### config.mk
export PLATFORM = sky130hd
export DESIGN_NAME = mas_ctrl
export DESIGN_NICKNAME = d
export VERILOG_FILES = /design/src/rtl/core/mas_pkg.sv /design/src/rtl/core/mas_ctrl.sv
export VERILOG_INCLUDE_DIRS = /design/src /design/src/rtl/core
export SDC_FILE = /design/constraint.sdc
export NUM_CORES = 1
export LEC_CHECK = 0
export BUFFER_PORTS_ARGS = -buffer_cell sky130_fd_sc_hd__buf_2
export CAP_MARGIN = 20
export CORE_MARGIN = 10
export CORE_UTILIZATION = 54
export DETAILED_ROUTE_END_ITERATION = 12
export GPL_TIMING_DRIVEN = 0
export PLACE_DENSITY = 0.87
export SYNTH_ARGS = -nofsm -noshare
export SYNTH_HDL_FRONTEND = slang
export SYNTH_SLANG_ARGS = --single-unit
### constraint.sdc
create_clock -name clk -period 2.7 [get_ports clk]
set_input_delay 0.54 -clock clk [delete_from_list [all_inputs] [get_ports clk]]
set_output_delay 0.54 -clock clk [all_outputs]
set_load 0.05 [all_outputs]
### src/rtl/core/matrix_add_sub_multiply_macros.svh
// Assertion helpers shared by the block's RTL files.
// Each helper expects a clock named clk and an active-low reset named arst_n in scope.
`ifndef MATRIX_ADD_SUB_MULTIPLY_MACROS_SVH
`define MATRIX_ADD_SUB_MULTIPLY_MACROS_SVH

// The consequence must hold in the same cycle as the antecedent.
`define MAS_CHECK_NOW(label, ante, cons) \
	label: assert property (@(posedge clk) disable iff (!arst_n) (ante) |-> (cons)) \
		else $error("mas same-cycle check failed");

// The consequence must hold in the cycle after the antecedent.
`define MAS_CHECK_NEXT(label, ante, cons) \
	label: assert property (@(posedge clk) disable iff (!arst_n) (ante) |=> (cons)) \
		else $error("mas next-cycle check failed");

`endif

### src/rtl/core/mas_pkg.sv
`timescale 1ns / 1ps
`default_nettype none

package mas_pkg;

	// Sizing of the element stores and the arithmetic.
	localparam int MAX_DIM     = 8;
	localparam int VALUE_WIDTH = 32;
	localparam int ELEM_W      = 32;
	localparam int POS_W       = 3;
	localparam int DIM_W       = 4;
	localparam int OP_W        = 2;
	localparam int CFG_IDX_W   = 3;
	localparam int CFG_DATA_W  = 32;
	localparam int DEPTH       = MAX_DIM * MAX_DIM;
	localparam int ADDR_W      = (DEPTH > 1) ? $clog2(DEPTH) : 1;
	localparam int FRAC_BITS   = 16;
	localparam int SAT_BITS    = (VALUE_WIDTH < ELEM_W) ? VALUE_WIDTH : ELEM_W;
	localparam int SUM_W       = ELEM_W + 1;
	localparam int PROD_W      = 2 * ELEM_W;
	localparam int ACC_W       = PROD_W + $clog2(MAX_DIM) + 2;

	// Operation codes.
	localparam logic [OP_W-1:0] OP_ADD  = 2'd0;
	localparam logic [OP_W-1:0] OP_SUB  = 2'd1;
	localparam logic [OP_W-1:0] OP_MUL  = 2'd2;
	localparam logic [OP_W-1:0] OP_NONE = 2'd3;

	// Configuration register indexes.
	localparam logic [CFG_IDX_W-1:0] REG_OPERATION = 3'd0;
	localparam logic [CFG_IDX_W-1:0] REG_A_ROWS    = 3'd1;
	localparam logic [CFG_IDX_W-1:0] REG_A_COLS    = 3'd2;
	localparam logic [CFG_IDX_W-1:0] REG_B_ROWS    = 3'd3;
	localparam logic [CFG_IDX_W-1:0] REG_B_COLS    = 3'd4;

	typedef struct packed {
		logic [OP_W-1:0]  operation;
		logic [DIM_W-1:0] a_rows;
		logic [DIM_W-1:0] a_cols;
		logic [DIM_W-1:0] b_rows;
		logic [DIM_W-1:0] b_cols;
	} mas_cfg_t;

	// Controller to datapath.
	typedef struct packed {
		logic             issue;
		logic             first;
		logic             k_last;
		logic             elem_last;
		logic             is_mul;
		logic             is_sub;
		logic             err_push;
		logic [POS_W-1:0] row;
		logic [POS_W-1:0] col;
		logic [POS_W-1:0] kidx;
	} mas_cmd_t;

	// Datapath to controller.
	typedef struct packed {
		logic out_free;
		logic written;
	} mas_status_t;

	// Control that travels with the datapath stages.
	typedef struct packed {
		logic             valid;
		logic             first;
		logic             k_last;
		logic             elem_last;
		logic             is_mul;
		logic             is_sub;
		logic [POS_W-1:0] row;
		logic [POS_W-1:0] col;
	} mas_pipe_t;

	// Only the low DIM_W bits of a dimension are used; zero there is held as one, anything above MAX_DIM as MAX_DIM.
	function automatic logic [DIM_W-1:0] clamp_dim(input logic [CFG_DATA_W-1:0] v);
		logic [DIM_W-1:0] low;
		low = v[DIM_W-1:0];
		if (low == '0) begin
			return DIM_W'(1);
		end else if (int'(low) > MAX_DIM) begin
			return DIM_W'(MAX_DIM);
		end
		return low;
	endfunction

endpackage

`default_nettype wire

### src/rtl/core/mas_ctrl.sv
`timescale 1ns / 1ps
`default_nettype none
`include "matrix_add_sub_multiply_macros.svh"

module mas_ctrl (
	input  wire logic                  clk,
	input  wire logic                  arst_n,
	input  wire mas_pkg::mas_cfg_t     cfg,
	input  wire logic                  load_accept,
	input  wire logic                  load_final,
	output logic                       load_ready,
	input  wire mas_pkg::mas_status_t  status,
	output mas_pkg::mas_cmd_t          cmd
);

	localparam int DIM_W = mas_pkg::DIM_W;
	localparam int POS_W = mas_pkg::POS_W;

	localparam logic [2:0] S_IDLE  = 3'd0;
	localparam logic [2:0] S_START = 3'd1;
	localparam logic [2:0] S_ISSUE = 3'd2;
	localparam logic [2:0] S_DRAIN = 3'd3;
	localparam logic [2:0] S_ERR   = 3'd4;

	logic [2:0]       state_q, state_d;
	logic [POS_W-1:0] i_q, i_d;
	logic [POS_W-1:0] j_q, j_d;
	logic [POS_W-1:0] k_q, k_d;
	logic [DIM_W-1:0] rows_q, rows_d;
	logic [DIM_W-1:0] cols_q, cols_d;
	logic [DIM_W-1:0] kmax_q, kmax_d;
	logic             is_mul_q, is_mul_d;
	logic             is_sub_q, is_sub_d;

	logic start_run;
	logic mismatch;
	logic last_i, last_j, last_k;

	assign start_run = load_accept && load_final && (cfg.operation != mas_pkg::OP_NONE);
	assign mismatch  = (cfg.operation == mas_pkg::OP_MUL) ? (cfg.a_cols != cfg.b_rows)
		: ((cfg.a_rows != cfg.b_rows) || (cfg.a_cols != cfg.b_cols));

	assign last_i = (DIM_W'(i_q) == rows_q - DIM_W'(1));
	assign last_j = (DIM_W'(j_q) == cols_q - DIM_W'(1));
	assign last_k = (DIM_W'(k_q) == kmax_q - DIM_W'(1));

	assign load_ready = (state_q == S_IDLE);

	always_comb begin
		state_d  = state_q;
		i_d      = i_q;
		j_d      = j_q;
		k_d      = k_q;
		rows_d   = rows_q;
		cols_d   = cols_q;
		kmax_d   = kmax_q;
		is_mul_d = is_mul_q;
		is_sub_d = is_sub_q;

		cmd           = '0;
		cmd.first     = (k_q == '0);
		cmd.k_last    = last_k;
		cmd.elem_last = last_i && last_j;
		cmd.is_mul    = is_mul_q;
		cmd.is_sub    = is_sub_q;
		cmd.row       = i_q;
		cmd.col       = j_q;
		cmd.kidx      = k_q;

		case (state_q)
			S_IDLE: begin
				if (start_run) begin
					is_mul_d = (cfg.operation == mas_pkg::OP_MUL);
					is_sub_d = (cfg.operation == mas_pkg::OP_SUB);
					rows_d   = cfg.a_rows;
					cols_d   = (cfg.operation == mas_pkg::OP_MUL) ? cfg.b_cols : cfg.a_cols;
					kmax_d   = (cfg.operation == mas_pkg::OP_MUL) ? cfg.a_cols : DIM_W'(1);
					i_d      = '0;
					j_d      = '0;
					k_d      = '0;
					state_d  = mismatch ? S_ERR : S_START;
				end
			end
			S_START: begin
				if (status.out_free) begin
					state_d = S_ISSUE;
				end
			end
			S_ISSUE: begin
				cmd.issue = 1'b1;
				if (last_k) begin
					k_d     = '0;
					state_d = S_DRAIN;
				end else begin
					k_d = k_q + POS_W'(1);
				end
			end
			S_DRAIN: begin
				if (status.written) begin
					if (last_i && last_j) begin
						state_d = S_IDLE;
					end else begin
						state_d = S_START;
						if (last_j) begin
							j_d = '0;
							i_d = i_q + POS_W'(1);
						end else begin
							j_d = j_q + POS_W'(1);
						end
					end
				end
			end
			S_ERR: begin
				if (status.out_free) begin
					cmd.err_push = 1'b1;
					state_d      = S_IDLE;
				end
			end
			default: begin
				state_d = S_IDLE;
			end
		endcase
	end

	always_ff @(posedge clk or negedge arst_n) begin
		if (!arst_n) begin
			state_q  <= S_IDLE;
			i_q      <= '0;
			j_q      <= '0;
			k_q      <= '0;
			rows_q   <= DIM_W'(1);
			cols_q   <= DIM_W'(1);
			kmax_q   <= DIM_W'(1);
			is_mul_q <= 1'b0;
			is_sub_q <= 1'b0;
		end else begin
			state_q  <= state_d;
			i_q      <= i_d;
			j_q      <= j_d;
			k_q      <= k_d;
			rows_q   <= rows_d;
			cols_q   <= cols_d;
			kmax_q   <= kmax_d;
			is_mul_q <= is_mul_d;
			is_sub_q <= is_sub_d;
		end
	end

	`MAS_CHECK_NOW(a_written_when_waiting, status.written, (state_q == S_DRAIN || state_q == S_ERR))
	`MAS_CHECK_NOW(a_k_in_range, (state_q == S_ISSUE), (DIM_W'(k_q) < kmax_q))
	`MAS_CHECK_NEXT(a_issue_then_drain, (state_q == S_ISSUE && last_k), (state_q == S_DRAIN))

endmodule

`default_nettype wire

==> results.toml, run 1 <==
[floorplanning]
start_util_pct = 57.6
io_pins = 41
fp-row-count = 20
die_area_um2 = 6040
die_w_um = 77.7
die_h_um = 77.7
core_um2 = 3130

[logic_synthesis]
netlist_top_cells_area = "dfrtp_1 (32%), nand2_1 (7.1%), xnor2_1 (6.3%), ha_1 (4.9%), dfstp_2 (4.4%)"
ys_types = 52
async_flop_share_pct = 100
yosys.area.top_type = "dfrtp_1"
ys_seq_area_share_pct = 36.3
synthFlopType = "dfrtp_1"
synth.top_cells.by_count = "nand2_1 (34), dfrtp_1 (23), inv_1 (13), xnor2_1 (13), o21ai_0 (12)"
syn-cell-area_um2 = 1800
synth_fp_nets = 235
yosysMostFrequentCell = "nand2_1"
ys_ff_latch = 26
netlist_instances = 204
yosysWarningCount = 0
avgSynthCellArea_um2 = 8.83
synth_edf_count = 0
synth_top_area_share_pct = 32.0

[critical_path]
crit_path_max_fanout = 4
slowest_stage = "dfstp_2"
startpoint_type = "flop"
critPathCaptureType = "primary output"
crit_type = "reg -> out"
cp_cell_sequence = "inv_1 -> ha_1 -> xnor2_1 -> a211o_1 -> nor2_1 -> buf_4 -> buf_6"
critPathMaxStageDelay_ns = 0.58
crit_arrival_ns = 2.05
worstPathRequired_ns = 2.16

[sta]
finClkSkew_ns = 0.00395
relSlewSlack_pct = 62.9
fin_crit_sh_pct = 95.9
slew_violations = 0
hold_viol = 0
finalSetupViolations = 0
finalCriticalPeriod_ns = 2.59
tightest_slew_ns = 0.557
max_freq_mhz = 386

[finish]
fillers = 268
fin_cells = 293
drive_gt1_share_pct = 28.1
layout.nets = 281
diodes = 0
area_growth_syn_to_layout_pct = 18.2

[detailed_routing]
finalWirelength_um = 4050
drc = 0
ant_nets = 0
avgViaCountPerCell = 5.41
vias = 1586
dr.pass1.iters = 4
wl_per_cell_um = 13.8
initialDrtViolationCount = 133

[global_route]
grt_usage_pct = 13.3
antenna_found_initial = 0
grt_pass1_wl_um = 6980
grt_max_degree = 27
overflow = 0
grt_pass1_vias = 1616

[clocking]
cts_tree = "done"
clock-sinks = 26
clk_pin_slew_worst_paths_ns = 0.14
clock_path_buffers = 2
cts_htree_levels = 1
cts_made_buffers = 3
root_buffer = "clkbuf_4"
clk_latency_ns = 0.31

[pwr]
power_density_nw_per_um2 = 1120
power_mw = 2.39
p_leak_nw = 0.995
peakVddDrop_mv = 0.644

[place]
portBuffers = 40
gp_congestion = 0.902
hpwlAfterDp_um = 3260
dp.cells = 288

[worst_hold_path]
holdCritPathClass = "in -> async"

[run_status]
status = "completed"

[run]
drv_cap = 0
-- cells by family after synthesis --
group                      count (synthesis)  synth area share (%)
and+or+nand+nor                           85                  25.5
AOI/OAI and AO/OA                         41                  16.5
DFF                                       26                  36.3
buffers and inverters                     23                  6.05
xor gates and xnor gates                  21                  10.2
adders and majority gates                  7                  4.86
muxes                                      1                 0.556
-- layer usage --
| metal | vias to the layer above | share of wire (%) | global-route usage [%] |
|---|---|---|---|
| met4 | 0 | 0.57 | 3.28 |
| met1 | 736 | 48 | 17.9 |
| li1 | 803 | - | - |
| met3 | 4 | 6.8 | 3.11 |
| met5 | - | 0 | 0 |
| met2 | 43 | 44 | 21.0 |
-- power by group --
group,switching [mW],internal [mW]
Clock,0.109,0.0823
Combinational,0.911,0.570
Sequential,0.165,0.552
-- registers in the layout (all words and copies together), names as in the netlist --
register and flops:
state_q 3, is_mul_q 1, k_q 3, is_sub_q 1, j_q 3, rows_q 4, cols_q 4, kmax_q 4
i_q 3
-- stage by stage --
step	area, um2	utilization (%)	setup WS (ns)	setup TNS [ns]	hold WS [ns]
2_1_floorplan	1800	-	0.163	0	0.244
3_3_place_gp	2060	65.7	0.401	0	0.470
3_5_place_dp	2060	65.7	0.384	0	0.474
4_1_cts	2090	66.9	0.00994	0	0.206
5_1_grt	2130	68.0	-0.0135	-0.0135	0.217
6_report	2130	68.0	0.111	0	0.195
-- cells in the final DEF, fill, tap and decap left out, drive strengths merged, types with 7 or more instances in the layout --
cell     n
buf     48
nand2   34
dfrtp   23
inv     13
xnor2   13
o21ai   13
nor2     9
xor2     8
nor3     8
ha       7
clkbuf   7
-- repair_timing --
| item | CTS | global route |
|---|---|---|
| gates resized for setup | 0 | 9 |
| buffers inserted | 0 | 1 |
| hold buffers | 0 | 0 |
| endpoints found under the setup margin | 0 | 2 |
-- worst max-delay path: cells and delay by family (launching register included) --
family,cells,cell delay [ns]
and+or+nand+nor,1,0.11
buffers and inverters,3,0.32
AOI/OAI and AO/OA,1,0.29
adders and majority gates,1,0.31
xor gates and xnor gates,1,0.13
DFF,1,0.58
-- area by class of cell --
cell class | instances | area [um2] | share of cell area (%)
multi-input combinational | 155 | 1050 | 49.5
clock buffer | 4 | 36.3 | 1.70
sequential | 26 | 654 | 30.7
tap | 44 | 55.1 | 2.59
buffer | 10 | 60.1 | 2.82
timing repair buffer | 41 | 220 | 10.3
inverter | 13 | 48.8 | 2.29
-- path summary, 6_finish.rpt --
| check | startpoint | cells after the start | slack (ns) | to |
|---|---|---|---|---|
| max in group asynchronous | arst_n | 1 | 2.13 | kmax_q[0] |
| max | kmax_q[0] | 7 | 0.11 | cmd[13] |
| min in group clk | cfg[14] | 3 | 0.44 | rows_q[2] |
| min reg2reg | rows_q[2] | 2 | 0.50 | rows_q[2] |
| min | arst_n | 1 | 0.20 | j_q[2] |
| max reg2reg | kmax_q[0] | 7 | 0.54 | k_q[2] |
No activity file was read; power rests on OpenSTA's default activity.
==> inputs of run 2 (changes only) <==
--- a/config.mk
+++ b/config.mk
@@ -6,6 +6,7 @@
 export SDC_FILE = /design/constraint.sdc
 export NUM_CORES = 1
 export LEC_CHECK = 0
+export ABC_AREA = 1
 export BUFFER_PORTS_ARGS = -buffer_cell sky130_fd_sc_hd__buf_2
 export CAP_MARGIN = 20
 export CORE_MARGIN = 10
@@ -13,6 +14,7 @@
 export DETAILED_ROUTE_END_ITERATION = 12
 export GPL_TIMING_DRIVEN = 0
 export PLACE_DENSITY = 0.87
+export SETUP_SLACK_MARGIN = 0.3
 export SYNTH_ARGS = -nofsm -noshare
 export SYNTH_HDL_FRONTEND = slang
 export SYNTH_SLANG_ARGS = --single-unit
==> run 2 against run 1 <==
Against the previous run:
- non-clock buffer count rose by 8
- sequential power fell by 15%
- die area rose by 1.5%
- fmax rose by 3.7%
- sequential cell count did not move
- utilization rose by 2.9 points
- clock skew barely moved
- combinational power barely moved
- largest power group unchanged
- highest routed layer unchanged
==> results.toml, run 2 <==
[run_status]
status = "completed"

[critical_path]
critPathCaptureType = "primary output"
r2r_slack_ns = 0.24
worstPathRequired_ns = 2.16
crit_path_max_fanout = 2
cp.depth = 10
reg2reg_to = "state_q[0]"
critical-path-top-delay-family = "simple AND/OR/NAND/NOR gates"
critPathMaxStageDelay_ns = 0.56
slowest_stage = "dfstp_2"
crit_type = "reg -> out"
critPathLaunch = "kmax_q[0]"
worstSetupEndpoint = "cmd[13]"
cp_cell_sequence = "inv_2 -> ha_4 -> or2_1 -> nand3_1 -> nand2_1 -> nor2_2 -> nand2_2 -> inv_2 -> buf_6 -> buf_8"
cpMostUsedCell = "inv_2"
reg2reg_from = "kmax_q[0]"
r2r_cells = 18
startpoint_type = "flop"
crit_arrival_ns = 1.96
path_buf_inv = 4

[sta]
finalCriticalPeriod_ns = 2.50
finalSetupViolations = 0
slew_violations = 0
tns_ns = 0
tightest_slew_ns = 0.580
fin_crit_sh_pct = 92.4
relSlewSlack_pct = 61.4
max_freq_mhz = 401
grt_setup_unrepaired = "yes"
finClkSkew_ns = 0.00364
hold_viol = 0

[global_route]
grt_pass1_vias = 1796
antenna_found_initial = 0
grt_usage_pct = 14.3
grt_max_degree = 27
overflow = 0
grt_pass1_wl_um = 7690

[clocking]
clock-sinks = 26
cts_htree_levels = 1
root_buffer = "clkbuf_4"
clk_latency_ns = 0.33
clock_path_buffers = 2
cts_tree = "done"
clk_pin_slew_worst_paths_ns = 0.14
cts_made_buffers = 3

[finish]
final_cell_mix = "nand2_1 (80), inv_1 (45), buf_2 (39), dfrtp_1 (23), nand3_1 (16)"
layout.nets = 358
diodes = 0
postLayoutCoreUtil_pct = 70.9
stdcell_area_um2 = 2350
drive_gt1_share_pct = 29.4
reg_top3 = "cols_q x4, kmax_q x4, rows_q x4"
area_growth_syn_to_layout_pct = 27.8
fillers = 274
layout_commonest_cell = "nand2_1"
fin_cells = 372

[run]
drv_cap = 0

[detailed_routing]
initialDrtViolationCount = 111
finalWirelength_um = 4630
avgViaCountPerCell = 5.00
wl_per_cell_um = 12.4
dr.pass1.iters = 4
drc = 0
ant_nets = 0
vias = 1859

[place]
gp_congestion = 0.884
portBuffers = 40
dpl_cell_area_um2 = 2100
hpwlAfterDp_um = 3290
dp.cells = 354

[logic_synthesis]
async_flop_share_pct = 100
avgSynthCellArea_um2 = 6.86
yosysMostFrequentCell = "nand2_1"
synthFlopType = "dfrtp_1"
yosys.area.top_type = "dfrtp_1"
synth_fp_nets = 299
netlist_top_cells_area = "dfrtp_1 (31%), nand2_1 (17%), inv_1 (10%), ha_1 (4.8%), nand3_1 (4.6%)"
synth_edf_count = 0
ys_types = 30
ys_ff_latch = 26
syn-cell-area_um2 = 1840
yosysWarningCount = 0
synth.top_cells.by_count = "nand2_1 (84), inv_1 (49), dfrtp_1 (23)"
ys_seq_area_share_pct = 35.6
netlist_instances = 268
synth_top_area_share_pct = 31.3

[floorplanning]
die_h_um = 78.3
core_um2 = 3310
start_util_pct = 55.5
die_area_um2 = 6140
die_w_um = 78.3
io_pins = 41
fp-row-count = 21

[pwr]
peakVddDrop_mv = 0.631
power_density_nw_per_um2 = 962
power_mw = 2.26
p_leak_nw = 1.33

[worst_hold_path]
holdCritPathClass = "in -> async"
run 2: area by class of cell:
type / count / area, um2 / share of cell area, %
flip-flops and latches: 26 / 654 / 27.9
inverters: 52 / 200 / 8.52
plain buffers: 5 / 38.8 / 1.65
clock buffers: 4 / 26.3 / 1.12
multi-input cells: 185 / 1030 / 44.1
repair buffers: 54 / 337 / 14.3
well taps: 46 / 57.6 / 2.45
run 2: per-layer routing:
metal	wire (um)	vias up	GRT usage (%)	part of all wire, %
li1	-	942	-	-
met1	1990	856	17.0	43
met2	2230	50	25.7	48
met3	266	11	2.39	5.7
met4	136	0	4.12	2.9
met5	0	-	0	0
run 2: power by group:
part           switching, mW  total (mW)  internal, mW
Sequential            0.0955       0.611         0.515
Clock                  0.119       0.177        0.0580
Combinational          0.822        1.47         0.650
run 2: kinds of logic (layout without fill, tap and decap cells):
| kind of cell | Yosys count | in the layout | share of synthesized area [%] |
|---|---|---|---|
| flip-flops | 26 | 26 | 35.6 |
| buffers and inverters | 57 | 115 | 12.5 |
| adder cells (fa/ha/maj) | 7 | 7 | 4.76 |
| AO/OA/AOI/OAI | 34 | 34 | 10.5 |
| AND/OR/NAND/NOR | 134 | 134 | 31.9 |
| XOR/XNOR | 10 | 10 | 4.77 |
run 2: timing repair:
action,CTS,global route
setup endpoints to repair,2,5
setup buffers,10,4
pin swaps,9,10
hold buffers,0,0
resized for setup,14,20
run 2: through the flow:
| step | hold WS, ns | setup slack (ns) |
|---|---|---|
| 4_1_cts | 0.214 | 0.277 |
| 3_5_place_dp | 0.474 | 0.442 |
| 5_1_grt | 0.236 | 0.0875 |
| 2_1_floorplan | 0.244 | 0.504 |
| 3_3_place_gp | 0.469 | 0.462 |
| 6_report | 0.184 | 0.204 |
run 2: how the worst min path moves through the flow:
stage | end | startpoint | cells past startpoint
final | is_sub_q | arst_n | 1
after global routing | is_sub_q | arst_n | 1
after CTS | is_sub_q | arst_n | 1
after detailed placement | is_mul_q | is_mul_q | 2
after global placement | is_mul_q | is_mul_q | 2
after floorplan | cols_q[1] | arst_n | 0
==> inputs of run 3 (changes only) <==
--- a/config.mk
+++ b/config.mk
@@ -6,13 +6,11 @@
 export SDC_FILE = /design/constraint.sdc
 export NUM_CORES = 1
 export LEC_CHECK = 0
-export ABC_AREA = 1
 export BUFFER_PORTS_ARGS = -buffer_cell sky130_fd_sc_hd__buf_2
 export CAP_MARGIN = 20
 export CORE_MARGIN = 10
 export CORE_UTILIZATION = 54
 export DETAILED_ROUTE_END_ITERATION = 12
-export GPL_TIMING_DRIVEN = 0
 export PLACE_DENSITY = 0.87
 export SETUP_SLACK_MARGIN = 0.3
 export SYNTH_ARGS = -nofsm -noshare
==> run 3 against run 2 <==
Against the previous run:
- fmax up 5.0%
- largest power group unchanged
- wire length is 6.1% lower
- highest routed layer unchanged
- power up 11%
- count of clock-buffer cells in the layout is the same
- utilization shrank 1.1 points
- die area is 1.5% lower
- sequential power increased by 20%
- sequential cell count is the same
- critical path depth shrank 3
==> results.toml, run 3 (synthesis results as in run 1) <==
[floorplanning]
die_h_um = 77.7
io_pins = 41
core_um2 = 3130
fp-row-count = 20
die_w_um = 77.7
start_util_pct = 57.6
die_area_um2 = 6040

[finish]
diodes = 0
layout.nets = 277
postLayoutCoreUtil_pct = 69.8
fillers = 251
fin_cells = 289
final_cell_mix = "buf_2 (38), nand2_1 (34), dfrtp_1 (23), xnor2_1 (12)"
layout_commonest_cell = "buf_2"
drive_gt1_share_pct = 31.8
area_growth_syn_to_layout_pct = 21.3
reg_top3 = "cols_q x4, kmax_q x4, rows_q x4"

[place]
hpwlAfterDp_um = 3290
dpl_worst_slack_ns = 0.424
portBuffers = 40
dp.cells = 280
gp_congestion = 0.882

[critical_path]
cp_cell_sequence = "inv_1 -> ha_4 -> xnor2_2 -> o31ai_2 -> o2111ai_2 -> nor2_4 -> buf_8"
slowest_stage = "dfstp_2"
crit_type = "reg -> out"
worstPathRequired_ns = 2.16
crit_arrival_ns = 1.84
critPathCaptureType = "primary output"
critPathMaxStageDelay_ns = 0.56
startpoint_type = "flop"
crit_path_max_fanout = 2

[sta]
slew_violations = 0
grt_setup_unrepaired = "yes"
tightest_slew_ns = 0.555
finalCriticalPeriod_ns = 2.38
max_freq_mhz = 420
tns_ns = 0
layout_setup_ws_ns = 0.322
finalSetupViolations = 0
finClkSkew_ns = 0.0185
relSlewSlack_pct = 63.0
holdWs_ns = 0.180
fin_crit_sh_pct = 88.1
hold_viol = 0

[clocking]
root_buffer = "clkbuf_4"
clk_pin_slew_worst_paths_ns = 0.15
cts_made_buffers = 3
clock-sinks = 26
clk_latency_ns = 0.33
ctsHoldBuffers = 0
clock_path_buffers = 2
cts_htree_levels = 1
cts_tree = "done"

[detailed_routing]
avgViaCountPerCell = 5.56
wl_per_cell_um = 15.0
ant_nets = 0
dr.pass1.iters = 4
drc = 0
finalWirelength_um = 4350
vias = 1608
initialDrtViolationCount = 94

[global_route]
grt_pass1_wl_um = 7170
overflow = 0
grt_usage_pct = 13.6
grt_pass1_vias = 1603
antenna_found_initial = 0
grt_max_degree = 27

[run_status]
status = "completed"

[pwr]
power_density_nw_per_um2 = 1150
peakVddDrop_mv = 0.634
p_leak_nw = 0.977

[run]
drv_cap = 0

[worst_hold_path]
holdCritPathClass = "in -> async"
[run 3: path summary, 6_finish.rpt]
kind / cells past startpoint / endpoint / slack, ns / from
min: 1 / cols_q[3] / 0.18 / arst_n
max: 7 / cmd[12] / 0.32 / cols_q[0]
min in group clk: 3 / rows_q[3] / 0.42 / cfg[15]
min reg2reg: 2 / rows_q[2] / 0.49 / rows_q[2]
max in group asynchronous: 1 / kmax_q[0] / 2.13 / arst_n
max reg2reg: 5 / i_q[2] / 0.67 / state_q[2]
[run 3: area by class of cell]
cell class,instances,area [um2],share of cell area [%]
clock buffers,4,26.3,1.20
inverters,13,48.8,2.23
multi-input cells,155,1130,51.7
flip-flops and latches,26,654,30.0
well taps,44,55.1,2.52
repair buffers,47,269,12.3
[run 3: routing by layer]
metal	GRT usage (%)	vias to the layer above	part of all wire [%]	routed length [um]
li1	-	789	-	-
met1	17.5	756	45	1950
met2	21.8	56	47	2060
met3	3.69	7	6.8	296
met4	3.83	0	1.0	44
met5	0	-	0	0
[run 3: critical path: cells and delay by family (launching register included)]
family	cells	cell delay [ns]
AOI/OAI and AO/OA	2	0.29
xor gates and xnor gates	1	0.15
adders and majority gates	1	0.16
buffers and inverters	2	0.21
DFF	1	0.56
and+or+nand+nor	1	0.16
[run 3: repair_timing]
action,in CTS,in global routing
pin swaps,4,6
setup buffers,4,1
endpoints found under the setup margin,2,2
hold endpoints to repair,0,0
gates resized for setup,13,7
cloned,0,0
[run 3: stage by stage]
stage,power [mW],area (um2)
2_1_floorplan,1.84,1800
3_3_place_gp,2.05,2010
3_5_place_dp,2.09,2010
4_1_cts,2.41,2130
5_1_grt,2.67,2180
6_report,2.51,2180
[run 3: where the power goes]
part	switching [mW]	total, mW	internal [mW]	leakage [nW]
clock	0.113	0.171	0.0578	0.0150
combinational	0.982	1.61	0.627	0.635
sequential	0.180	0.731	0.551	0.327
total	1.27	2.51	1.24	0.977
